--- config.mk ---
export PLATFORM = sky130hd
export DESIGN_NAME = ciso_front
export DESIGN_NICKNAME = d
export VERILOG_FILES = /design/src/hdl/cubic_interp_sine_oscillator_assert.svh /design/src/hdl/ciso_pkg.sv /design/src/hdl/ciso_front.sv
export SDC_FILE = /design/constraint.sdc
export NUM_CORES = 1
export LEC_CHECK = 0
export BUFFER_PORTS_ARGS = -buffer_cell sky130_fd_sc_hd__buf_2
export CORE_ASPECT_RATIO = 0.9
export CORE_MARGIN = 3
export CORE_UTILIZATION = 40
export DETAILED_ROUTE_END_ITERATION = 6
export GPL_ROUTABILITY_DRIVEN = 0
export PLACE_DENSITY_LB_ADDON = 0.2
export SETUP_SLACK_MARGIN = 0.05
export SLEW_MARGIN = 20
export SYNTH_ARGS = -nofsm -noshare
export SYNTH_HDL_FRONTEND = slang
export SYNTH_SLANG_ARGS = --single-unit
--- constraint.sdc ---
create_clock -name i_clk -period 2.5 [get_ports i_clk]
set_input_delay 0.375 -clock i_clk [delete_from_list [all_inputs] [get_ports i_clk]]
set_output_delay 0.375 -clock i_clk [all_outputs]
set_load 0.05 [all_outputs]
--- src/hdl/cubic_interp_sine_oscillator_assert.svh ---
// Assertion helpers for the RTL files; ciso_fifo.sv includes them.
// Each macro expects i_clk and i_rst_n in the scope where it is used.
`ifndef CUBIC_INTERP_SINE_OSCILLATOR_ASSERT_SVH
`define CUBIC_INTERP_SINE_OSCILLATOR_ASSERT_SVH

// same-cycle implication
`define CISO_ASSERT_IMP(name, pre, post, msg) \
    name: assert property (@(posedge i_clk) disable iff (!i_rst_n) (pre) |-> (post)) \
        else $error(msg);

// next-cycle implication
`define CISO_ASSERT_NXT(name, pre, post, msg) \
    name: assert property (@(posedge i_clk) disable iff (!i_rst_n) (pre) |=> (post)) \
        else $error(msg);

`endif

--- src/hdl/ciso_pkg.sv ---
`default_nettype none

package ciso_pkg;

    // config port
    localparam int unsigned CFG_IDX_BITS  = 1;
    localparam int unsigned CFG_DATA_BITS = 32;
    localparam int unsigned OFFSET_BITS   = 10;

    typedef enum logic [CFG_IDX_BITS-1:0] {
        REG_PHASE_INCREMENT = 1'b0,
        REG_PHASE_OFFSET    = 1'b1
    } t_cfg_reg;

    // lookup fraction, Q0.16
    localparam int unsigned FRAC_Q = 16;

    // pi/2 in Q30
    localparam logic [63:0] HALF_PI_Q30 = 64'd1686629713;

    // queue status seen by both sides
    typedef struct packed {
        logic full;
        logic empty;
    } t_q_flags;

    // two Q30 multiplies: term * x^2
    function automatic logic [63:0] sq_step(input logic [63:0] term, input logic [63:0] x);
        logic [63:0] t;
        t = (term * x) >> 30;
        t = (t * x) >> 30;
        return t;
    endfunction

    // ROM entry k of a 2^tb table, amplitude 2^(sb-1)-1; elaboration only
    function automatic logic signed [31:0] sine_entry(input int unsigned k,
                                                      input int unsigned tb,
                                                      input int unsigned sb);
        logic [63:0]        amp;
        logic [63:0]        p;
        logic [63:0]        quad;
        logic [63:0]        r;
        logic [63:0]        x;
        logic [63:0]        term;
        logic [63:0]        v;
        logic signed [63:0] sum;
        logic signed [63:0] res;
        amp  = (64'd1 << (sb - 1)) - 64'd1;
        p    = 64'(k) << 2;
        quad = p >> tb;
        r    = p & ((64'd1 << tb) - 64'd1);
        if (quad[0]) begin
            r = (64'd1 << tb) - r;
        end
        x    = (HALF_PI_Q30 * r) >> tb;
        term = x;
        sum  = $signed(x);
        // Taylor series up to x^13
        term = sq_step(term, x) / 64'd6;
        sum  = sum - $signed(term);
        term = sq_step(term, x) / 64'd20;
        sum  = sum + $signed(term);
        term = sq_step(term, x) / 64'd42;
        sum  = sum - $signed(term);
        term = sq_step(term, x) / 64'd72;
        sum  = sum + $signed(term);
        term = sq_step(term, x) / 64'd110;
        sum  = sum - $signed(term);
        term = sq_step(term, x) / 64'd156;
        sum  = sum + $signed(term);
        if (sum < 0) begin
            sum = 0;
        end
        v = (64'(sum) * amp + (64'd1 << 29)) >> 30;
        if (v > amp) begin
            v = amp;
        end
        res = (quad >= 64'd2) ? -$signed(v) : $signed(v);
        return res[31:0];
    endfunction

endpackage

`default_nettype wire

--- src/hdl/ciso_front.sv ---
`default_nettype none

module ciso_front
    import ciso_pkg::*;
#(
    parameter int unsigned ROM_DEPTH       = 1024,
    parameter int unsigned PHASE_FRAC_BITS = 22,
    localparam int unsigned TB             = $clog2(ROM_DEPTH),
    localparam int unsigned EW             = TB + FRAC_Q + 1
) (
    input  wire logic                     i_clk,
    input  wire logic                     i_rst_n,
    input  wire logic                     i_req_valid,
    output logic                          o_req_ready,
    input  wire logic                     i_req_last,
    input  wire logic                     i_cfg_we,
    input  wire logic [CFG_IDX_BITS-1:0]  i_cfg_addr,
    input  wire logic [CFG_DATA_BITS-1:0] i_cfg_data,
    input  t_q_flags                      i_q_flags,
    output logic                          o_push,
    output logic [EW-1:0]                 o_push_data
);

    localparam int unsigned PW = TB + PHASE_FRAC_BITS;
    localparam int unsigned IW = (PW > CFG_DATA_BITS) ? PW : CFG_DATA_BITS;

    logic signed [CFG_DATA_BITS-1:0]    r_inc;
    logic [OFFSET_BITS-1:0]             r_off;
    logic [PW-1:0]                      r_phase;
    logic [PW-1:0]                      n_phase;
    logic [IW-1:0]                      inc_ext;
    logic [TB-1:0]                      idx;
    logic [PHASE_FRAC_BITS+FRAC_Q-1:0]  frac_wide;
    logic                               accept;

    assign o_req_ready = !i_q_flags.full;
    assign accept      = i_req_valid && o_req_ready;

    // two's complement step, wrap is free at a power-of-two span
    assign inc_ext = IW'(r_inc);
    assign n_phase = r_phase + inc_ext[PW-1:0];

    assign idx       = r_phase[PW-1:PHASE_FRAC_BITS] + TB'(r_off);
    assign frac_wide = {r_phase[PHASE_FRAC_BITS-1:0], {FRAC_Q{1'b0}}} >> PHASE_FRAC_BITS;

    assign o_push      = accept;
    assign o_push_data = {i_req_last, idx, frac_wide[FRAC_Q-1:0]};

    always_ff @(posedge i_clk) begin
        if (!i_rst_n) begin
            r_inc   <= '0;
            r_off   <= '0;
            r_phase <= '0;
        end else begin
            if (i_cfg_we) begin
                unique case (t_cfg_reg'(i_cfg_addr))
                    REG_PHASE_INCREMENT: r_inc <= i_cfg_data;
                    REG_PHASE_OFFSET:    r_off <= i_cfg_data[OFFSET_BITS-1:0];
                endcase
            end
            if (accept) begin
                r_phase <= n_phase;
            end
        end
    end

endmodule

`default_nettype wire

# Word level (Yosys, flattened, before mapping)
# Index checks and enable logic that the tools add are counted.
[word_totals] word_cells=10 register_bits=74 input_bits=40 out_inout_bits=29
[op_classes] n_reduce_logical=4 bitwise_logic=1 n_addsub=2
[op_table] cell="$add 32x32->32" count=1
[op_table] cell="$add 10x10->10" count=1
[op_table] cell="$reduce_and 2->1" count=2
[op_table] cell="$logic_and 1x1->1" count=1
[op_table] cell="$logic_not 1->1" count=1
[op_table] cell="$not 1->1" count=1

# Longest topological paths before layout
# Gate-level depths: netlist (run 1).
[depth] depth_word=2 mapped_depth=11

# Worst setup path after synthesis (run 1)
# OpenSTA, ideal clock, no wires.
[synth_timing] kind="flip-flop to flip-flop" start="register r_phase[14]" end="register r_phase[29]" path_slack_ns=-0.199 t_required_ns=2.377 path_stages_with_launch=12 synth_period_minus_slack_ns=2.699 arrival_time_ns=2.577 path_cell_list="dfxtp_1 -> ha_1 -> buf_6 -> a21oi_1 -> nor2_1 -> a211oi_1 -> o22ai_1 -> or4_1 -> a21oi_1 -> o21ai_1 -> mux2i_1 -> a311o_2"
[synth_via] elab_chain_cells=1
[synth_rtl] element="from (decl)" line_no="ciso_front.sv:29" source="logic [PW-1:0] r_phase;"
[synth_rtl] element="from (signal assigned)" line_no="ciso_front.sv:62" source="r_phase <= n_phase;"
[synth_rtl] element="$add 32x32->32" line_no="ciso_front.sv:41" source="assign n_phase = r_phase + inc_ext[PW-1:0];"
# Every way passes these cells.
# A chain may end at the register's enable or synchronous reset.

# Final worst setup path (run 1)
[layout_timing] start="register r_off[1]" end="output o_push_data[25]"
[layout_via] elab_chain_cells=1
[layout_rtl] element="from (decl)" line_no="ciso_front.sv:28" source="logic [OFFSET_BITS-1:0] r_off;"
[layout_rtl] element="from (signal assigned)" line_no="ciso_front.sv:58" source="REG_PHASE_OFFSET: r_off <= i_cfg_data[OFFSET_BITS-1:0];"
[layout_rtl] element="$add 10x10->10" line_no="ciso_front.sv:43" source="assign idx = r_phase[PW-1:PHASE_FRAC_BITS] + TB'(r_off);"
[layout_rtl] element="to (decl)" line_no="ciso_front.sv:21" source="output logic [EW-1:0] o_push_data"
# Every way passes these cells.

==> results.toml, run 1 <==
[cells_and_area]
final_common_cell = "nand2_1"
final_area_um2 = 6560
drive_gt1_frac = 0.375
layout_common_cells = "nand2_1 (136), buf_4 (89), a21oi_1 (84)"
nNetsFinal = 810
areaGrowthSynthToFinish_pct = 41.0
diodes = 0

[worst_setup_path]
worstReg2RegStart = "r_phase[0]"
r2r_setup_slack_ns = -0.19
reg2reg_to = "r_phase[30]"
end_kind = "primary output"
crit_arrival_ns = 2.45
required_ns = 2.12
r2r.worst_path.cells = 11
critPathMaxFanout = 2
worstSetupPathType = "register to primary output"
startpoint_type = "register"

[global_routing]
first_global_vias = 4616
grt_overflow = 0
grt_pass1_wl_um = 22600
grt_max_degree = 38
antenna_found_initial = 0
track_usage = 0.219

[yosys]
ys_seq_area_frac = 0.318
syn_area_um2 = 4650
yosys.area.top_type_share = 0.318
ys_types = 56
synth_warnings = 0
ys_ff_latch = 74
synth_edf_count = 0
yosysTopAreaCell = "dfxtp_1"
ys_top_cells_by_area = "dfxtp_1 (32%), nand2_1 (11%), ha_1 (11%)"
async_flop_share = 0
syn_avg_cell_area_um2 = 7.71
syn_nets = 686
synthesis.instances = 604
synthFlopType = "dfxtp_1"

[floorplan]
dieArea_um2 = 13000
start_util = 0.420
pin_count = 69
placeableCoreArea_um2 = 11100
num_rows = 36
die_h_um = 108
die_w_um = 120

[clock_tree]
cts_hold_buf = 0
clk_pin_slew_worst_paths_ns = 0.06
clock_latency_ns = 0.35
root_buffer = "clkbuf_16"
cts.path.max_buffers = 2
cts.sinks = 74
numCtsBuffers = 9
cts_tree = "yes"
htreeDepth = 3

[route]
vias = 4714
firstDrtPassIters = 7
viasPerCell = 5.33
wire_per_inst_um = 16.0
ant_nets = 0
dr.first_iter.drc_count = 254
wl_um = 14200
drc = 0

[min_path]
worstHoldStart = "i_cfg_data[24]"
hold_end = "inc_ext[24]"
holdPathStages = 3
worst_hold_path_type = "input pin to register"

[placement]
dpl_cell_area_um2 = 5540
place.port_buffers = 65
dp_hpwl_um = 9500

[timing]
slew_violations = 0
finalCritPeriodShare = 1.13
fin_ws_ns = -0.327
hold_viol = 0
fin_crit_ns = 2.83
fin_hold_ws_ns = 0.259
tightest_slew_ns = 0.443
finalSetupViolCount = 12
rsz0062_at_grt = "true"
fmax_mhz = 354
clock_skew_ns = 0.00628
timing.slew.headroom = 0.703

[job]
max_cap_violations = 0

[power_and_ir_drop]
p_leak_nw = 2.75
power_density_nw_per_um2 = 468
irDropWorstVdd_mv = 0.261

[status]
violations = "setup timing"
status = "complete, but fails checks"
==> what timing repair did <==
item	CTS	global route
buffers inserted	21	9
cloned	0	0
pin swaps	42	39
setup endpoints to repair	21	24
hold endpoints to repair	0	0
gates resized for setup	72	46
==> final cells by class <==
type | instances | area [µm²]
inverter | 14 | 52.6
clock inverter | 7 | 53.8
tap | 152 | 190
sequential | 74 | 1510
multi-input combinational | 469 | 3430
clock buffer | 9 | 225
timing repair buffer | 160 | 1100
fill | 1014 | 4520
==> cells in the mapped netlist, drive strengths merged (2+ instances only) <==
library cell    n
a2111oi         2
a211oi          5
a21o           13
a21oi         100
a31oi           3
and2            3
and3            2
buf            21
clkbuf         26
clkinv          2
dfxtp          74
fa              2
ha             40
inv            12
nand2         139
nand2b          3
nand3          21
nand4           6
nand4b          3
nor2           19
nor2b           5
nor3            4
nor4            2
nor4b           2
o211ai          4
o21a            3
o21ai          22
o21bai         11
o31ai           3
or2             2
or3             6
xnor2          22
xor2            7
==> critical path, stage by stage, from the launching register on <==
cell and delay [ns]:
dfxtp_2 0.32, ha_1 0.28, a21o_1 0.18, a21oi_2 0.15, o21bai_1 0.09, a21oi_2 0.15
o21bai_1 0.10, a21oi_2 0.16, o21bai_1 0.11, a21oi_2 0.23, xnor2_4 0.15, buf_6 0.17
==> sequential cells by signal, summed over array words and instances, names as in the netlist <==
register / count
inc_ext: 32
r_phase: 32
r_off: 10
==> how the worst max path moves through the flow <==
stage / to / startpoint / slack [ns] / cells past startpoint
floorplan: r_phase[29] / r_phase[10] / -0.04 / 9
CTS: o_push_data[25] / r_off[1] / -0.35 / 11
finish: o_push_data[25] / r_off[1] / -0.33 / 11
detailed placement: r_phase[30] / r_phase[0] / -0.22 / 11
global route: o_push_data[25] / r_off[1] / -0.44 / 11
global placement: r_phase[30] / r_phase[0] / -0.18 / 11
==> through the flow <==
stage	TNS (ns)	total power [W]	util	instances	setup slack, ns
2_1_floorplan	-0.0585	0.00162	-	604	-0.0446
3_3_place_gp	-0.917	0.00177	0.500	844	-0.176
3_5_place_dp	-1.46	0.00178	0.500	844	-0.219
4_1_cts	-1.16	0.00305	0.571	878	-0.346
5_1_grt	-3.14	0.00318	0.592	885	-0.440
6_report	-1.80	0.00307	0.592	885	-0.327
==> metal layers <==
layer	share of wire	GRT usage	vias to the layer above
li1	-	-	2350
met1	0.46	0.282	2240
met2	0.48	0.375	103
met3	0.039	0.0382	21
met4	0.018	0.0679	0
met5	0	0	-
==> report_power, final <==
| group | switching, W | total, W | internal (W) |
|---|---|---|---|
| sequential | 0.0000425 | 0.00127 | 0.00123 |
| combinational | 0.000334 | 0.000561 | 0.000226 |
| clock | 0.000565 | 0.00124 | 0.000677 |
| total | 0.000941 | 0.00307 | 0.00213 |
==> logic make-up after synthesis <==
kind of cell	after synthesis	synth area share
AO/OA/AOI/OAI	178	0.236
XOR/XNOR	29	0.0546
AND/OR/NAND/NOR	219	0.208
flip-flops	74	0.318
adder cells (fa/ha/maj)	42	0.116
buffers and inverters	61	0.0648
multiplexers	1	0.00215
(Power assumes the default switching activity.)
==> run 2: changes to the inputs <==
CORE_ASPECT_RATIO = 0.6   (was 0.9)
==> run 2 against run 1 <==
The flow still finishes with violations (setup timing). Power increased by 4.4%. Sequential share of layout area is 0.47 points lower. Clock skew increased by 0.0013 ns. Maximum frequency down 0.28%. Global-route usage up 0.96 points. Combinational power grew 4.1%. Clock power rose by 9%. First-iteration DRC count up 44%. Count of clock-buffer cells in the layout unchanged. Critical path depth is the same. Critical path type unchanged. Highest routed layer unchanged.
==> results.toml, run 2 (synthesis results as in run 1) <==
[clock_tree]
clock_latency_ns = 0.35
clk_pin_slew_worst_paths_ns = 0.06
root_buffer = "clkbuf_16"
htreeDepth = 3
cts.path.max_buffers = 2
numCtsBuffers = 9
cts_tree = "yes"
cts_hold_buf = 0
cts.sinks = 74

[timing]
finalCritPeriodShare = 1.13
tns_ns = -1.70
finalSetupViolCount = 12
fin_ws_ns = -0.335
fin_crit_ns = 2.84
fin_hold_ws_ns = 0.268
tightest_slew_ns = 0.690
clock_skew_ns = 0.00761
slew_violations = 0
hold_viol = 0
rsz0062_at_grt = "true"
fmax_mhz = 353
timing.slew.headroom = 0.540

[floorplan]
die_h_um = 89.6
num_rows = 29
start_util = 0.425
pin_count = 69
placeableCoreArea_um2 = 11000
die_w_um = 145
dieArea_um2 = 13000

[route]
wl_met1_um = 7340
ant_nets = 0
wl_met3_um = 998
dr.first_iter.drc_count = 366
vias = 4733
drc = 0
wire_per_inst_um = 16.8
firstDrtPassIters = 5
wl_met2_um = 6500
viasPerCell = 5.32
highest_layer = "met4"
wl_um = 15000

[worst_setup_path]
startpoint_type = "register"
r2r.worst_path.cells = 11
required_ns = 2.12
critPathMaxFanout = 2
reg2reg_to = "r_phase[30]"
worstSetupPathType = "register to primary output"
r2r_setup_slack_ns = -0.17
end_kind = "primary output"
worstReg2RegStart = "r_phase[0]"
crit_arrival_ns = 2.46

[power_and_ir_drop]
clkPwrFrac = 0.422
p_int_w = 0.00225
p_seq_frac = 0.396
irDropWorstVdd_mv = 0.357
power_density_nw_per_um2 = 482
p_leak_nw = 2.83
switching_power_w = 0.000962
p_sw_frac = 0.300
pwr-share-comb = 0.182
finalPower_w = 0.00321

[cells_and_area]
layout_common_cells = "nand2_1 (136), buf_4 (89), a21oi_1 (81)"
diodes = 0
nNetsFinal = 811
final_area_um2 = 6650
seq_area_um2 = 1500
drive_gt1_frac = 0.377
final_common_cell = "nand2_1"
fillers = 978
multi_input_area_um2 = 3480
areaGrowthSynthToFinish_pct = 42.9

[placement]
dp_hpwl_um = 10200
place.port_buffers = 65
dpl_cell_area_um2 = 5610

[global_routing]
grt_max_degree = 37
grt_overflow = 0
grt_pass1_wl_um = 23500
track_usage = 0.228
first_global_vias = 4503
antenna_found_initial = 0

[min_path]
hold_end = "inc_ext[14]"
worst_hold_path_type = "input pin to register"
holdPathStages = 3
worstHoldStart = "i_cfg_data[14]"

[status]
status = "complete, but fails checks"
violations = "setup timing"

[job]
max_cap_violations = 0
run 2: cell count changes in the layout (fill, tap and decap cells not counted), sizes merged:
cell      before  now
buf          160  161
bufinv         0    1
clkinvlp       3    1
inv           14   15
run 2: cell type report:
| class | instances | area share |
|---|---|---|
| Multi-Input combinational cell | 469 | 0.523 |
| Sequential cell | 74 | 0.226 |
| Clock inverter | 7 | 0.0117 |
| Inverter | 14 | 0.00790 |
| Clock buffer | 9 | 0.0339 |
| Timing Repair Buffer | 161 | 0.169 |
| Tap cell | 155 | 0.0292 |
run 2: timing repair:
item / in CTS / in global routing
pin swaps: 36 / 27
gates cloned: 0 / 0
buffers inserted: 15 / 7
endpoints found under the setup margin: 19 / 24
resized for setup: 84 / 39
run 2: through the flow:
step | std cells | setup WS, ns | util
after floorplan | 604 | -0.0446 | -
after CTS | 883 | -0.335 | 0.585
after global placement | 854 | -0.195 | 0.512
final | 889 | -0.335 | 0.607
after global routing | 889 | -0.474 | 0.607
after detailed placement | 854 | -0.213 | 0.512
run 2: worst max path at each step:
stage	depth (start not counted)	start	end	slack (ns)
floorplan	9	r_phase[10]	r_phase[29]	-0.04
global placement	11	r_phase[0]	r_phase[30]	-0.20
detailed placement	11	r_phase[0]	r_phase[30]	-0.21
CTS	11	r_off[1]	o_push_data[25]	-0.34
global route	11	r_off[1]	o_push_data[25]	-0.47
finish	11	r_off[1]	o_push_data[25]	-0.34
run 2: routing by layer:
layer,up-vias,global-route usage
met2,149,0.362
li1,2348,-
met4,0,0.0482
met5,-,0
met3,14,0.0507
met1,2222,0.322
run 2: power groups by stage:
stage	combinational, W	sequential, W	clock [W]
after floorplan	0.000343	0.00128	0
after global placement	0.000496	0.00128	0
after detailed placement	0.000506	0.00128	0
after CTS	0.000548	0.00127	0.00138
after global routing	0.000631	0.00127	0.00143
final	0.000584	0.00127	0.00135
run 2: critical path: stages (launching register included):
cell and delay (ns):
dfxtp_2 0.32, ha_1 0.28, a21o_1 0.17, a21oi_2 0.15, o21bai_1 0.11, a21oi_2 0.20
o21bai_1 0.10, a21oi_2 0.14, o21bai_1 0.10, a21oi_2 0.23, xnor2_4 0.14, buf_6 0.18
