[src/hdl/cubic_interp_sine_oscillator_assert.svh]
// Assertion helpers for the RTL files; ciso_fifo.sv includes them.
// Each macro expects i_clk and i_rst_n in the scope where it is used.
`ifndef CUBIC_INTERP_SINE_OSCILLATOR_ASSERT_SVH
`define CUBIC_INTERP_SINE_OSCILLATOR_ASSERT_SVH

// same-cycle implication
`define CISO_ASSERT_IMP(name, pre, post, msg) \
    name: assert property (@(posedge i_clk) disable iff (!i_rst_n) (pre) |-> (post)) \
        else $error(msg);

// next-cycle implication
`define CISO_ASSERT_NXT(name, pre, post, msg) \
    name: assert property (@(posedge i_clk) disable iff (!i_rst_n) (pre) |=> (post)) \
        else $error(msg);

`endif

[src/hdl/ciso_pkg.sv]
`default_nettype none

package ciso_pkg;

    // config port
    localparam int unsigned CFG_IDX_BITS  = 1;
    localparam int unsigned CFG_DATA_BITS = 32;
    localparam int unsigned OFFSET_BITS   = 10;

    typedef enum logic [CFG_IDX_BITS-1:0] {
        REG_PHASE_INCREMENT = 1'b0,
        REG_PHASE_OFFSET    = 1'b1
    } t_cfg_reg;

    // lookup fraction, Q0.16
    localparam int unsigned FRAC_Q = 16;

    // pi/2 in Q30
    localparam logic [63:0] HALF_PI_Q30 = 64'd1686629713;

    // queue status seen by both sides
    typedef struct packed {
        logic full;
        logic empty;
    } t_q_flags;

    // two Q30 multiplies: term * x^2
    function automatic logic [63:0] sq_step(input logic [63:0] term, input logic [63:0] x);
        logic [63:0] t;
        t = (term * x) >> 30;
        t = (t * x) >> 30;
        return t;
    endfunction

    // ROM entry k of a 2^tb table, amplitude 2^(sb-1)-1; elaboration only
    function automatic logic signed [31:0] sine_entry(input int unsigned k,
                                                      input int unsigned tb,
                                                      input int unsigned sb);
        logic [63:0]        amp;
        logic [63:0]        p;
        logic [63:0]        quad;
        logic [63:0]        r;
        logic [63:0]        x;
        logic [63:0]        term;
        logic [63:0]        v;
        logic signed [63:0] sum;
        logic signed [63:0] res;
        amp  = (64'd1 << (sb - 1)) - 64'd1;
        p    = 64'(k) << 2;
        quad = p >> tb;
        r    = p & ((64'd1 << tb) - 64'd1);
        if (quad[0]) begin
            r = (64'd1 << tb) - r;
        end
        x    = (HALF_PI_Q30 * r) >> tb;
        term = x;
        sum  = $signed(x);
        // Taylor series up to x^13
        term = sq_step(term, x) / 64'd6;
        sum  = sum - $signed(term);
        term = sq_step(term, x) / 64'd20;
        sum  = sum + $signed(term);
        term = sq_step(term, x) / 64'd42;
        sum  = sum - $signed(term);
        term = sq_step(term, x) / 64'd72;
        sum  = sum + $signed(term);
        term = sq_step(term, x) / 64'd110;
        sum  = sum - $signed(term);
        term = sq_step(term, x) / 64'd156;
        sum  = sum + $signed(term);
        if (sum < 0) begin
            sum = 0;
        end
        v = (64'(sum) * amp + (64'd1 << 29)) >> 30;
        if (v > amp) begin
            v = amp;
        end
        res = (quad >= 64'd2) ? -$signed(v) : $signed(v);
        return res[31:0];
    endfunction

endpackage

`default_nettype wire

[src/hdl/ciso_fifo.sv]
`default_nettype none

`include "cubic_interp_sine_oscillator_assert.svh"

module ciso_fifo
    import ciso_pkg::*;
#(
    parameter int unsigned W = 8
) (
    input  wire logic         i_clk,
    input  wire logic         i_rst_n,
    input  wire logic         i_push,
    input  wire logic [W-1:0] i_data,
    input  wire logic         i_pop,
    output logic [W-1:0]      o_data,
    output t_q_flags          o_flags
);

    localparam int unsigned DEPTH = 2;
    localparam int unsigned PTR   = $clog2(DEPTH);
    localparam int unsigned CNT   = $clog2(DEPTH + 1);

    logic [W-1:0]   r_mem [DEPTH];
    logic [PTR-1:0] r_wr;
    logic [PTR-1:0] r_rd;
    logic [CNT-1:0] r_count;

    assign o_data        = r_mem[r_rd];
    assign o_flags.full  = (r_count == CNT'(DEPTH));
    assign o_flags.empty = (r_count == '0);

    always_ff @(posedge i_clk) begin
        if (i_push) begin
            r_mem[r_wr] <= i_data;
        end
    end

    always_ff @(posedge i_clk) begin
        if (!i_rst_n) begin
            r_wr    <= '0;
            r_rd    <= '0;
            r_count <= '0;
        end else begin
            if (i_push) begin
                r_wr <= r_wr + 1'b1;
            end
            if (i_pop) begin
                r_rd <= r_rd + 1'b1;
            end
            if (i_push && !i_pop) begin
                r_count <= r_count + 1'b1;
            end else if (!i_push && i_pop) begin
                r_count <= r_count - 1'b1;
            end
        end
    end

    `CISO_ASSERT_IMP(a_no_push_full, i_push, !o_flags.full, "push into full queue")
    `CISO_ASSERT_IMP(a_no_pop_empty, i_pop, !o_flags.empty, "pop from empty queue")
    `CISO_ASSERT_NXT(a_push_counts, i_push && !i_pop, r_count == $past(r_count) + 1'b1, "queue count lost a push")

endmodule

`default_nettype wire

[config.mk]
export PLATFORM = sky130hd
export DESIGN_NAME = ciso_fifo
export DESIGN_NICKNAME = d
export VERILOG_FILES = /design/src/hdl/ciso_pkg.sv /design/src/hdl/ciso_fifo.sv
export VERILOG_INCLUDE_DIRS = /design/src /design/src/hdl
export SDC_FILE = /design/constraint.sdc
export NUM_CORES = 1
export LEC_CHECK = 0
export BUFFER_PORTS_ARGS = -buffer_cell sky130_fd_sc_hd__buf_2
export CORE_MARGIN = 3
export CORE_UTILIZATION = 44
export DETAILED_ROUTE_END_ITERATION = 6
export HOLD_SLACK_MARGIN = 0.08
export PLACE_DENSITY = 0.72
export SYNTH_ARGS = -nofsm -noshare
export SYNTH_HDL_FRONTEND = slang
export SYNTH_SLANG_ARGS = --single-unit
[constraint.sdc]
create_clock -name i_clk -period 1.05 [get_ports i_clk]
set_input_delay 0.0525 -clock i_clk [delete_from_list [all_inputs] [get_ports i_clk]]
set_output_delay 0.0525 -clock i_clk [all_outputs]
set_load 0.05 [all_outputs]
Yosys cells after proc, flatten, opt, wreduce, memory -nomap -nowiden
Memories as Yosys holds them, arrays and structs flattened. A register that Yosys moved wholly into a read port is not among the register bits.
Cells that the tools add are included.
Cells by class
  reduce and logical (&&, ||, !) cells: 6
  mux-type cells: 6
  equal/unequal tests: 1
  add/sub/neg operators: 4
Operator list (number)
  1-bit 2-to-1 mux: 4
  2-bit 2-to-1 mux: 2
  1-bit adder (second input constant): 2
  2-bit by 1-bit adder with 2-bit output (second input constant): 1
  2-bit equality test (second input constant): 1
  1-bit logical AND: 2
  1-bit logical NOT: 2
  2-bit logical NOT: 1
  2-bit nonzero test: 1
  2-bit by 1-bit subtractor with 2-bit output (second input constant): 1
Word-level totals
  memories: 1
  register bits after elaboration: 4
  RAM bits: 16
  output and inout bits: 10
  bits of input ports: 12
  word-level logic and storage cells: 21
Memory list
  r_mem: words 2, bits a word 8, rd ports 1, clocked after memory_dff 1, write ports 1, line ciso_fifo.sv:23  | logic [W-1:0] r_mem [DEPTH];

Longest topological paths before layout
Gate-level depths: netlist of run 1.
  depth after elaboration: 4
  gate-level depth with buffers: 5

Worst setup path before layout of run 1
No wires, ideal clock.
  kind: register -> register
  start point: register r_wr
  end point: memory r_mem[0][0] (enable)
  arrival: 0.730 ns
  cell stages (with the launch flop): 2
  required time: 0.675 ns
  path slack: -0.054 ns
  cell sequence: dfxtp_1 -> nor2b_1
RTL lines
  start: declaration: line ciso_fifo.sv:24  | logic [PTR-1:0] r_wr;
  start signal: assignment: line ciso_fifo.sv:45  | r_wr <= r_wr + 1'b1;
  end: declaration: line ciso_fifo.sv:23
Straight into the memory's write port.

==> impl_metrics.yaml, run 1 <==
clock_network:
  cts.path.max_buffers: 2
  cts_buffers: 3
  cts_root_buf: "sky130_fd_sc_hd__clkbuf_4"
  clock_sinks: 21
  cts-htree-levels: 1
  clkLatencyLatePin_ns: 0.29
  tritoncts: "built"
  clk_pin_slew_ns: 0.11
detailed_routing:
  detail_route.wl_per_cell_um: 13.38
  routed-via-count: 503
  totalWireLength_mm: 1.499
  first_pass_iters: 4
  drt-initial-drc-count: 4
  postRouteAntennaNets: 0
  route.detailed.drc: 0
  vias_per_cell: 4.491
power_and_ir_drop:
  power_switching_share_pct: 28.24
  pwr_per_cell_area_nw_per_um2: 1528
  max-vdd-ir-drop_v: 0.001080
  netSwitchingPower_uw: 541.4
  clockPowerShare_pct: 19.3
  combinational_power_share_pct: 29.4
  power.share.sequential_pct: 51.3
  leakage_power_of_the_design_nw: 0.5280
  post-layout-total-power_mw: 1.917
  p_int_mw: 1.376
sta:
  report.final.hold_viol_count: 0
  finalWorstPathRequiredPeriod_ns: 1.300
  setup_viol: 9
  final_cycle_utilization_of_the_critical_path_pct: 123.8
  fin_ws_ns: -0.2498
  maxSlewHeadroom_pct: 88.54
  finClkSkew_ns: 0.002583
  rsz_0062_raised_after_global_routing: "true"
  max_slew.worst_pin.slew_ns: 0.1713
  max_slew_vio_count: 0
  maxClockFrequency_mhz: 769.3
critical_path:
  critical_path.slowest_cell: "sky130_fd_sc_hd__dfxtp_2"
  worst_r2r_path_depth: 3
  critical_path.cell_chain: "buf_6 -> mux2_4 -> buf_8"
  critical_path.endpoint_type: "output port"
  cp.arrival_ns: 1.25
  timing.critical_path.depth: 3
  worst_path_largest_cell_delay_ns: 0.36
  worstPathBufferInverterCount: 2
  cp.required_ns: 1.00
  crit_path_start_kind: "flop"
  crit_family: "flip-flops"
  worstSetupPathType: "reg -> out"
  critPathMaxFanout: 4
synthesis:
  post_synth_inst_count: 47
  synth_most_common_cell: "sky130_fd_sc_hd__edfxtp_1"
  synthArstFlopShare_pct: 0
  number_of_enable_flip_flop_cells_after_synthesis: 16
  synth_top_area_share_pct: 60.47
  synth_xor_xnor_area_share_pct: 3.307
  syn_nets: 60
  ys.warnings.count: 0
  flip_flop_cell_with_the_highest_count_after_synthesis: "sky130_fd_sc_hd__edfxtp_1"
  synth.ff_latch_count: 21
  synth_mux_area_share_pct: 11.34
  synth_simple_gate_area_share_pct: 7.087
  synth_top_family_by_area: "multiplexers"
  synth_top_cells_by_count: "sky130_fd_sc_hd__edfxtp_1 (16), sky130_fd_sc_hd__mux2_2 (8), sky130_fd_sc_hd__dfxtp_1 (5)"
  synth_top_cell_by_area: "sky130_fd_sc_hd__edfxtp_1"
  number_of_distinct_standard_cells_referenced_by_the_synthesized_netlist: 16
  synth_compound_gate_area_share_pct: 2.520
  synthAdderAreaFrac_pct: 1.575
  part_of_the_yosys_area_used_for_sequential_elements_pct: 73.07
  mappedNetlistArea_sq_um: 794.5
  syn_area_per_cell_sq_um: 16.90
  ys_top_cells_by_area: "sky130_fd_sc_hd__edfxtp_1 (60%), sky130_fd_sc_hd__dfxtp_1 (13%), sky130_fd_sc_hd__mux2_2 (11%)"
floorplanning:
  fp.dieArea_sq_um: 2352
  floorplan.io_pins: 22
  core_sq_um: 1594
  fp.dieW_um: 48.50
  die_height_um: 48.50
  initial_utilization_pct: 49.84
  fp-row-count: 14
outcome:
  status: "finished with violations"
  violations: "negative setup slack"
global_routing:
  grtUsageMet3_pct: 3.681
  grt_remaining_overflow: 0
  grtUsageMet2_pct: 28.90
  grt_first_pass_wirelength_mm: 2.566
  global_route_layer_with_the_greatest_usage: "met2"
  all_layer_gr_usage_pct: 14.53
  antenna_found_initial: 0
  grt_max_degree: 13
  grt_pass1_vias: 579
  groute.layer.met1.usage_pct: 14.03
place:
  port_buffers: 21
  place_inst: 98
  place.gp.congestion: 0.6513
  hpwl_um: 947.5
final_layout:
  fillers: 95
  layout-drive-gt1-share_pct: 52.27
  antennaDiodeCount: 0
  area.growth.synth_to_final_pct: 57.95
  finalNetCount: 102
  final-instance-count-excl-fill: 112
min_path:
  worstHoldPathCells: 3
  hold_path_class: "in -> reg"
run:
  cap_viol_max_count: 0
registers in the layout, indices dropped and copies added (netlist names), named ones only:
signal	cells
r_count	2
r_wr	1
r_rd	1
r_mem	16
per-stage QoR:
stage | hold slack (ns) | cell area, sq um | worst slack (ns) | TNS, ns | util (%)
after floorplan | 0.1514 | 797.0 | 0.006127 | 0 | -
after global placement | 0.2395 | 992.2 | 0.003547 | 0 | 62.24
after detailed placement | 0.2445 | 992.2 | -0.01077 | -0.01077 | 62.24
after CTS | 0.1025 | 1246 | -0.2471 | -2.000 | 78.18
after global routing | 0.1197 | 1255 | -0.2985 | -2.374 | 78.73
final | 0.1129 | 1255 | -0.2498 | -1.939 | 78.73
worst reg2reg max path, delay by kind of cell (launching register included):
family	cells	cell delay, ns
AOI/OAI and AO/OA	1	0.11
xor gates and xnor gates	1	0.16
and+or+nand+nor	1	0.30
DFF	1	0.38
cell type report:
| class | count | area (sq um) | share of cell area, % |
|---|---|---|---|
| well taps | 24 | 30.03 | 2.393 |
| multi-input cells | 24 | 240.2 | 19.14 |
| clock buffers | 3 | 22.52 | 1.795 |
| inverters | 1 | 3.754 | 0.2991 |
| clock inverters | 1 | 5.005 | 0.3988 |
| repair buffers | 38 | 367.9 | 29.31 |
| flip-flops and latches | 21 | 585.6 | 46.66 |
power groups by stage:
stage	logic [mW]	clock network, mW	registers (mW)
4_1_cts	0.555	0.384	0.979
6_report	0.564	0.371	0.983
3_5_place_dp	0.403	0	0.994
5_1_grt	0.593	0.423	0.990
2_1_floorplan	0.285	0	0.987
3_3_place_gp	0.395	0	0.992
placed cells by master (no fill, tap or decap), types with 2 or more instances in the layout:
cell,netlist,layout
sky130_fd_sc_hd__and2_1,4,4
sky130_fd_sc_hd__buf_2,1,11
sky130_fd_sc_hd__buf_4,0,5
sky130_fd_sc_hd__buf_6,0,4
sky130_fd_sc_hd__buf_8,0,8
sky130_fd_sc_hd__clkbuf_4,0,3
sky130_fd_sc_hd__dfxtp_1,5,3
sky130_fd_sc_hd__dlygate4sd3_1,0,9
sky130_fd_sc_hd__edfxtp_1,16,16
sky130_fd_sc_hd__mux2_4,0,8
sky130_fd_sc_hd__xor2_1,2,2
routing by layer:
metal	wire length, um	part of all wire, %
met5	0	0
met2	867	58
met4	14	0.93
met3	59	3.9
met1	557	37
cells by family after synthesis:
| logic type | Yosys count |
|---|---|
| simple gates | 9 |
| buf+inv | 2 |
| fa+ha+maj | 1 |
| flops | 21 |
| xor+xnor | 3 |
| compound gates | 3 |
| mux | 8 |
what timing repair did:
action                     CTS  global route
hold endpoints to repair    21             0
gates resized for setup     39             3
cloned                       0             0
setup endpoints to repair   10            11
pin swaps                    0             1
buffers inserted             1             0
hold buffers                 9             0
path summary, 6_finish.rpt:
| check | from | endpoint | slack [ns] |
|---|---|---|---|
| setup / recovery | flop | o_data[7] | -0.25 |
| hold / removal | i_pop | r_rd | 0.11 |
| setup reg to reg | r_count[0] | r_count[1] | 0.04 |
| hold reg to reg | r_count[1] | r_count[1] | 0.52 |
Note: power is estimated with default switching activity, not from simulation.
==> run 2, diff against run 1 <==
- CORE_UTILIZATION: 44 -> 40
- PLACE_DENSITY: 0.72 -> 0.66
- SKIP_LAST_GASP: unset -> 1
==> run 2 against run 1 <==
Compared with the run above:
- die area is 8.7% higher
- global-route usage is 1.9 points lower
- sequential cell count stayed put
- wire length is 10% lower
- the run still ends with negative setup slack left
- largest cell class unchanged
- critical endpoint is now o_data[2]
- critical path type unchanged
- clock power is 2% lower
- first-iteration DRC count grew to 2.5 times the previous value
- largest power group unchanged
==> impl_metrics.yaml, run 2 (synthesis results as in run 1) <==
sta:
  setup_viol: 9
  fin_ws_ns: -0.2442
  report.final.hold_viol_count: 0
  rsz_0062_raised_after_global_routing: "true"
  max_slew.worst_pin.slew_ns: 0.1582
  finalWorstPathRequiredPeriod_ns: 1.294
  maxSlewHeadroom_pct: 89.40
  max_slew_vio_count: 0
  final_cycle_utilization_of_the_critical_path_pct: 123.3
  finClkSkew_ns: 0.003187
  maxClockFrequency_mhz: 772.7
final_layout:
  final_common_cell: "sky130_fd_sc_hd__edfxtp_1"
  area.growth.synth_to_final_pct: 58.11
  final-instance-count-excl-fill: 112
  layout_common_cells: "sky130_fd_sc_hd__edfxtp_1 (16), sky130_fd_sc_hd__buf_2 (11), sky130_fd_sc_hd__dlygate4sd3_1 (9), sky130_fd_sc_hd__mux2_4 (8), sky130_fd_sc_hd__buf_8 (8)"
  regMostFlops: "r_mem"
  finish.utilization_pct: 69.72
  layout-drive-gt1-share_pct: 49.43
  fillers: 139
  largest_register_ffs: 16
  finalNetCount: 101
  largest_registers: "r_mem (16), r_count (2)"
  antennaDiodeCount: 0
critical_path:
  critPathMaxFanout: 8
  critical_path.slowest_cell: "sky130_fd_sc_hd__dfxtp_2"
  timing.critical_path.to: "o_data[2]"
  critical_path.endpoint_type: "output port"
  worstSetupPathType: "reg -> out"
  critical_path.cell_chain: "buf_12 -> mux2_4 -> buf_8"
  cp.arrival_ns: 1.24
  worst_r2r_path_depth: 3
  crit_path_start_kind: "flop"
  worstReg2RegStart: "r_count[0]"
  worst_path_largest_cell_delay_ns: 0.35
  cp.required_ns: 1.00
  worst_r2r_end: "r_count[1]"
  ff2ff_setup_slack_ns: 0.04
clock_network:
  clkLatencyLatePin_ns: 0.29
  cts_buffers: 3
  clk_pin_slew_ns: 0.10
  tritoncts: "built"
  cts_root_buf: "sky130_fd_sc_hd__clkbuf_4"
  cts-htree-levels: 1
  clock_sinks: 21
  cts.path.max_buffers: 2
power_and_ir_drop:
  clockPowerShare_pct: 19.1
  pwr_per_cell_area_nw_per_um2: 1512
  combinational_power_share_pct: 29.3
  p_int_mw: 1.379
  leakage_power_of_the_design_nw: 0.5223
  power.share.sequential_pct: 51.6
  max-vdd-ir-drop_v: 0.001186
  netSwitchingPower_uw: 521.2
  power_switching_share_pct: 27.43
global_routing:
  grt_first_pass_wirelength_mm: 2.366
  grt_max_degree: 12
  grt_pass1_vias: 524
  all_layer_gr_usage_pct: 12.65
  antenna_found_initial: 0
  grt_remaining_overflow: 0
detailed_routing:
  drt-initial-drc-count: 10
  vias_per_cell: 4.518
  totalWireLength_mm: 1.348
  routed-via-count: 506
  first_pass_iters: 2
  route.detailed.drc: 0
  detail_route.wl_per_cell_um: 12.04
  postRouteAntennaNets: 0
place:
  hpwl_um: 852.4
  port_buffers: 21
  place_inst: 98
  place.gp.congestion: 0.6859
floorplanning:
  fp-row-count: 15
  initial_utilization_pct: 44.10
  core_sq_um: 1802
  floorplan.io_pins: 22
  fp.dieArea_sq_um: 2557
  die_height_um: 50.57
  fp.dieW_um: 50.57
run:
  cap_viol_max_count: 0
outcome:
  status: "finished with violations"
  violations: "negative setup slack"
min_path:
  hold_path_class: "in -> reg"
==> run 2: worst min path at each step <==
stage,endpoint,slack (ns),startpoint,cells past startpoint
2_1_floorplan,r_mem[0][0],0.15,i_data[0],0
3_3_place_gp,r_mem[0][0],0.24,i_data[0],1
3_5_place_dp,r_mem[0][3],0.25,i_data[3],1
4_1_cts,r_rd,0.17,i_pop,4
5_1_grt,r_wr,0.19,i_push,4
6_report,r_rd,0.18,i_pop,4
==> run 2: final cells by class <==
type                       count  area, sq um  share of cell area [%]
tap                           25        31.28                   2.490
clock buffer                   4        26.28                   2.092
sequential                    21        583.1                   46.41
multi-input combinational     24        237.7                   18.92
timing repair buffer          37        374.1                   29.78
inverter                       1        3.754                  0.2988
==> run 2: worst max-delay path: cells and delay by family (launching register included) <==
family,cells,cell delay [ns]
mux,1,0.31
buf+inv,2,0.28
flops,1,0.35
==> run 2: timing repair <==
action | in CTS | in global routing
setup endpoints to repair | 10 | 9
buffers inserted | 1 | 0
endpoints found under the hold margin | 21 | 0
pin swaps | 0 | 0
resized for setup | 37 | 0
hold buffers | 9 | 0
==> run 2: power groups by stage <==
stage	registers [mW]	logic (mW)	clock network, mW
2_1_floorplan	0.987	0.285	0
3_3_place_gp	0.993	0.404	0
3_5_place_dp	0.996	0.410	0
4_1_cts	0.979	0.560	0.385
5_1_grt	0.987	0.586	0.423
6_report	0.980	0.557	0.363
==> run 2: metal layers <==
metal	up-vias	GRT usage, %	share of wire [%]
li1	249	-	-
met1	241	14.84	39
met2	14	20.65	55
met5	-	0	0
met4	0	8.072	1.3
met3	2	2.967	5.2
==> run 2: metrics by stage <==
stage / power, mW / hold WS [ns] / TNS [ns] / worst slack (ns) / cell area (sq um)
after global routing: 1.996 / 0.1923 / -2.384 / -0.2915 / 1256
after floorplan: 1.272 / 0.1514 / 0 / 0.006127 / 797.0
after CTS: 1.924 / 0.1736 / -2.093 / -0.2587 / 1256
after global placement: 1.398 / 0.2406 / -0.0004819 / -0.0004819 / 1011
after detailed placement: 1.406 / 0.2468 / -0.005847 / -0.005847 / 1011
final: 1.900 / 0.1805 / -1.967 / -0.2442 / 1256
==> run 3, diff against run 2 <==
- PLACE_DENSITY: 0.66 -> unset
- clock period: 1.05 -> 1.4 ns (I/O delays scaled with it)
==> run 3 against run 2 <==
Compared with the run above:
- the flow now finishes without violations
- global-route usage shrank 0.53 points
- clock-buffer cell count is the same
- register-to-register slack gained 0.31 ns
- critical path depth shrank 1
- wire length shrank 10%
- combinational power shrank 48%
- critical endpoint is now o_data[5]
- largest power group unchanged
==> impl_metrics.yaml, run 3 (synthesis results as in run 1) <==
global_routing:
  grt_max_degree: 12
  groute.layer.met1.usage_pct: 13.60
  global_route_layer_with_the_greatest_usage: "met2"
  grt_pass1_vias: 526
  grt_remaining_overflow: 0
  grtUsageMet3_pct: 2.671
  grtUsageMet2_pct: 21.74
  antenna_found_initial: 0
  grt_first_pass_wirelength_mm: 2.249
  all_layer_gr_usage_pct: 12.12
floorplanning:
  initial_utilization_pct: 44.10
  die_height_um: 50.57
  floorplan.io_pins: 22
  fp.dieW_um: 50.57
  core_sq_um: 1802
  fp-row-count: 15
  fp.dieArea_sq_um: 2557
final_layout:
  ff_latch_area_sq_um: 584.3
  largest_register_ffs: 16
  antennaDiodeCount: 0
  largest_registers: "r_mem (16), r_count (2)"
  area.growth.synth_to_final_pct: 32.91
  final_common_cell: "sky130_fd_sc_hd__buf_2"
  layout-drive-gt1-share_pct: 43.21
  layout_common_cells: "sky130_fd_sc_hd__buf_2 (20), sky130_fd_sc_hd__edfxtp_1 (16), sky130_fd_sc_hd__dlygate4sd3_1 (9), sky130_fd_sc_hd__mux2_2 (8)"
  finalNetCount: 95
  fillers: 160
  area_taken_by_multi_input_logic_gates_sq_um: 205.2
  regMostFlops: "r_mem"
detailed_routing:
  routed-via-count: 469
  vias_per_cell: 4.425
  totalWireLength_mm: 1.207
  first_pass_iters: 4
  postRouteAntennaNets: 0
  detail_route.wl_per_cell_um: 11.39
  drt-initial-drc-count: 5
  route.detailed.drc: 0
min_path:
  holdPathEnd: "r_wr"
  worstHoldPathCells: 3
  timing.hold.worst.start: "i_push"
  hold_path_class: "in -> reg"
clock_network:
  clkLatencyLatePin_ns: 0.29
  tritoncts: "built"
  clk_pin_slew_ns: 0.11
  clock_sinks: 21
  cts.path.max_buffers: 2
  post-cts-setup-buffers: 0
  cts-htree-levels: 1
  cts_buffers: 3
  cts_root_buf: "sky130_fd_sc_hd__clkbuf_4"
critical_path:
  ff2ff_setup_slack_ns: 0.35
  worstReg2RegStart: "r_count[0]"
  cp.arrival_ns: 1.26
  critical_path.slowest_cell: "sky130_fd_sc_hd__dfxtp_4"
  cp.required_ns: 1.33
  worst_r2r_end: "r_count[1]"
  critical_path.endpoint_type: "output port"
  worst_path_largest_cell_delay_ns: 0.42
  critPathMaxFanout: 8
  crit_path_start_kind: "flop"
  worstSetupPathType: "reg -> out"
  worst_r2r_path_depth: 3
  critical_path.cell_chain: "mux2_2 -> buf_2"
power_and_ir_drop:
  max-vdd-ir-drop_v: 0.0006868
  pwr_per_cell_area_nw_per_um2: 1225
  leakage_power_of_the_design_nw: 0.4212
outcome:
  status: "finished, final reports clean"
place:
  place.gp.congestion: 0.6396
  hpwl_um: 788.9
  port_buffers: 21
sta:
  max_slew.worst_pin.slew_ns: 0.3715
  finalWorstPathRequiredPeriod_ns: 1.334
  setup_viol: 0
  worst_hold_check_slack_ns: 0.1228
  max_slew_vio_count: 0
  report.final.hold_viol_count: 0
  totalNegativeSetupSlack_ns: 0
  maxSlewHeadroom_pct: 75.24
  finClkSkew_ns: 0.004161
  final_cycle_utilization_of_the_critical_path_pct: 95.29
  maxClockFrequency_mhz: 749.6
  rsz_0062_raised_after_global_routing: "false"
run:
  cap_viol_max_count: 0
-- run 3: power breakdown --
part	leakage [nW]	total (mW)	internal, mW	switching (mW)
Combinational	0.214	0.287	0.107	0.180
Sequential	0.192	0.736	0.713	0.0232
Clock	0.0150	0.270	0.110	0.159
-- run 3: how the worst max path moves through the flow --
stage,cells past startpoint,slack [ns],start,endpoint
2_1_floorplan,1,0.30,r_wr,r_mem[0][0]
3_3_place_gp,2,0.23,flop,o_data[1]
3_5_place_dp,2,0.21,flop,o_data[1]
4_1_cts,2,0.04,flop,o_data[1]
5_1_grt,2,0.0004,flop,o_data[5]
6_report,2,0.07,flop,o_data[5]
-- run 3: worst max-delay path: cells and delay by family, from the launching register on --
kind / cells / cell delay [ns]
buffers and inverters: 1 / 0.21
DFF: 1 / 0.42
muxes: 1 / 0.35
-- run 3: what timing repair did --
item,4_1_cts,5_1_grt
hold endpoints to repair,21,0
resized for setup,2,2
hold buffers,9,0
setup endpoints to repair,8,1
-- run 3: cell type report --
class	count	area share (%)
Clock buffer	4	2.488
Tap cell	25	2.962
Inverter	1	0.3555
Timing Repair Buffer	31	19.43
Multi-Input combinational cell	24	19.43
Sequential cell	21	55.33
-- run 3: stage by stage --
step | instance area (sq um) | utilization [%] | total power [mW] | setup WS, ns | instances
after floorplan | 794.5 | - | 0.9531 | 0.2957 | 47
after global placement | 933.4 | 51.81 | 1.016 | 0.2307 | 93
after detailed placement | 933.4 | 51.81 | 1.018 | 0.2079 | 93
after CTS | 1054 | 58.47 | 1.307 | 0.03591 | 106
after global routing | 1056 | 58.61 | 1.369 | 0.0004239 | 106
final | 1056 | 58.61 | 1.293 | 0.06589 | 106
-- run 3: metal layers --
metal  vias to the layer above  routed length [um]
met5                         -                   0
met4                         0                  12
met3                         2                  47
met2                        10                 665
met1                       221                 482
li1                        236                   -
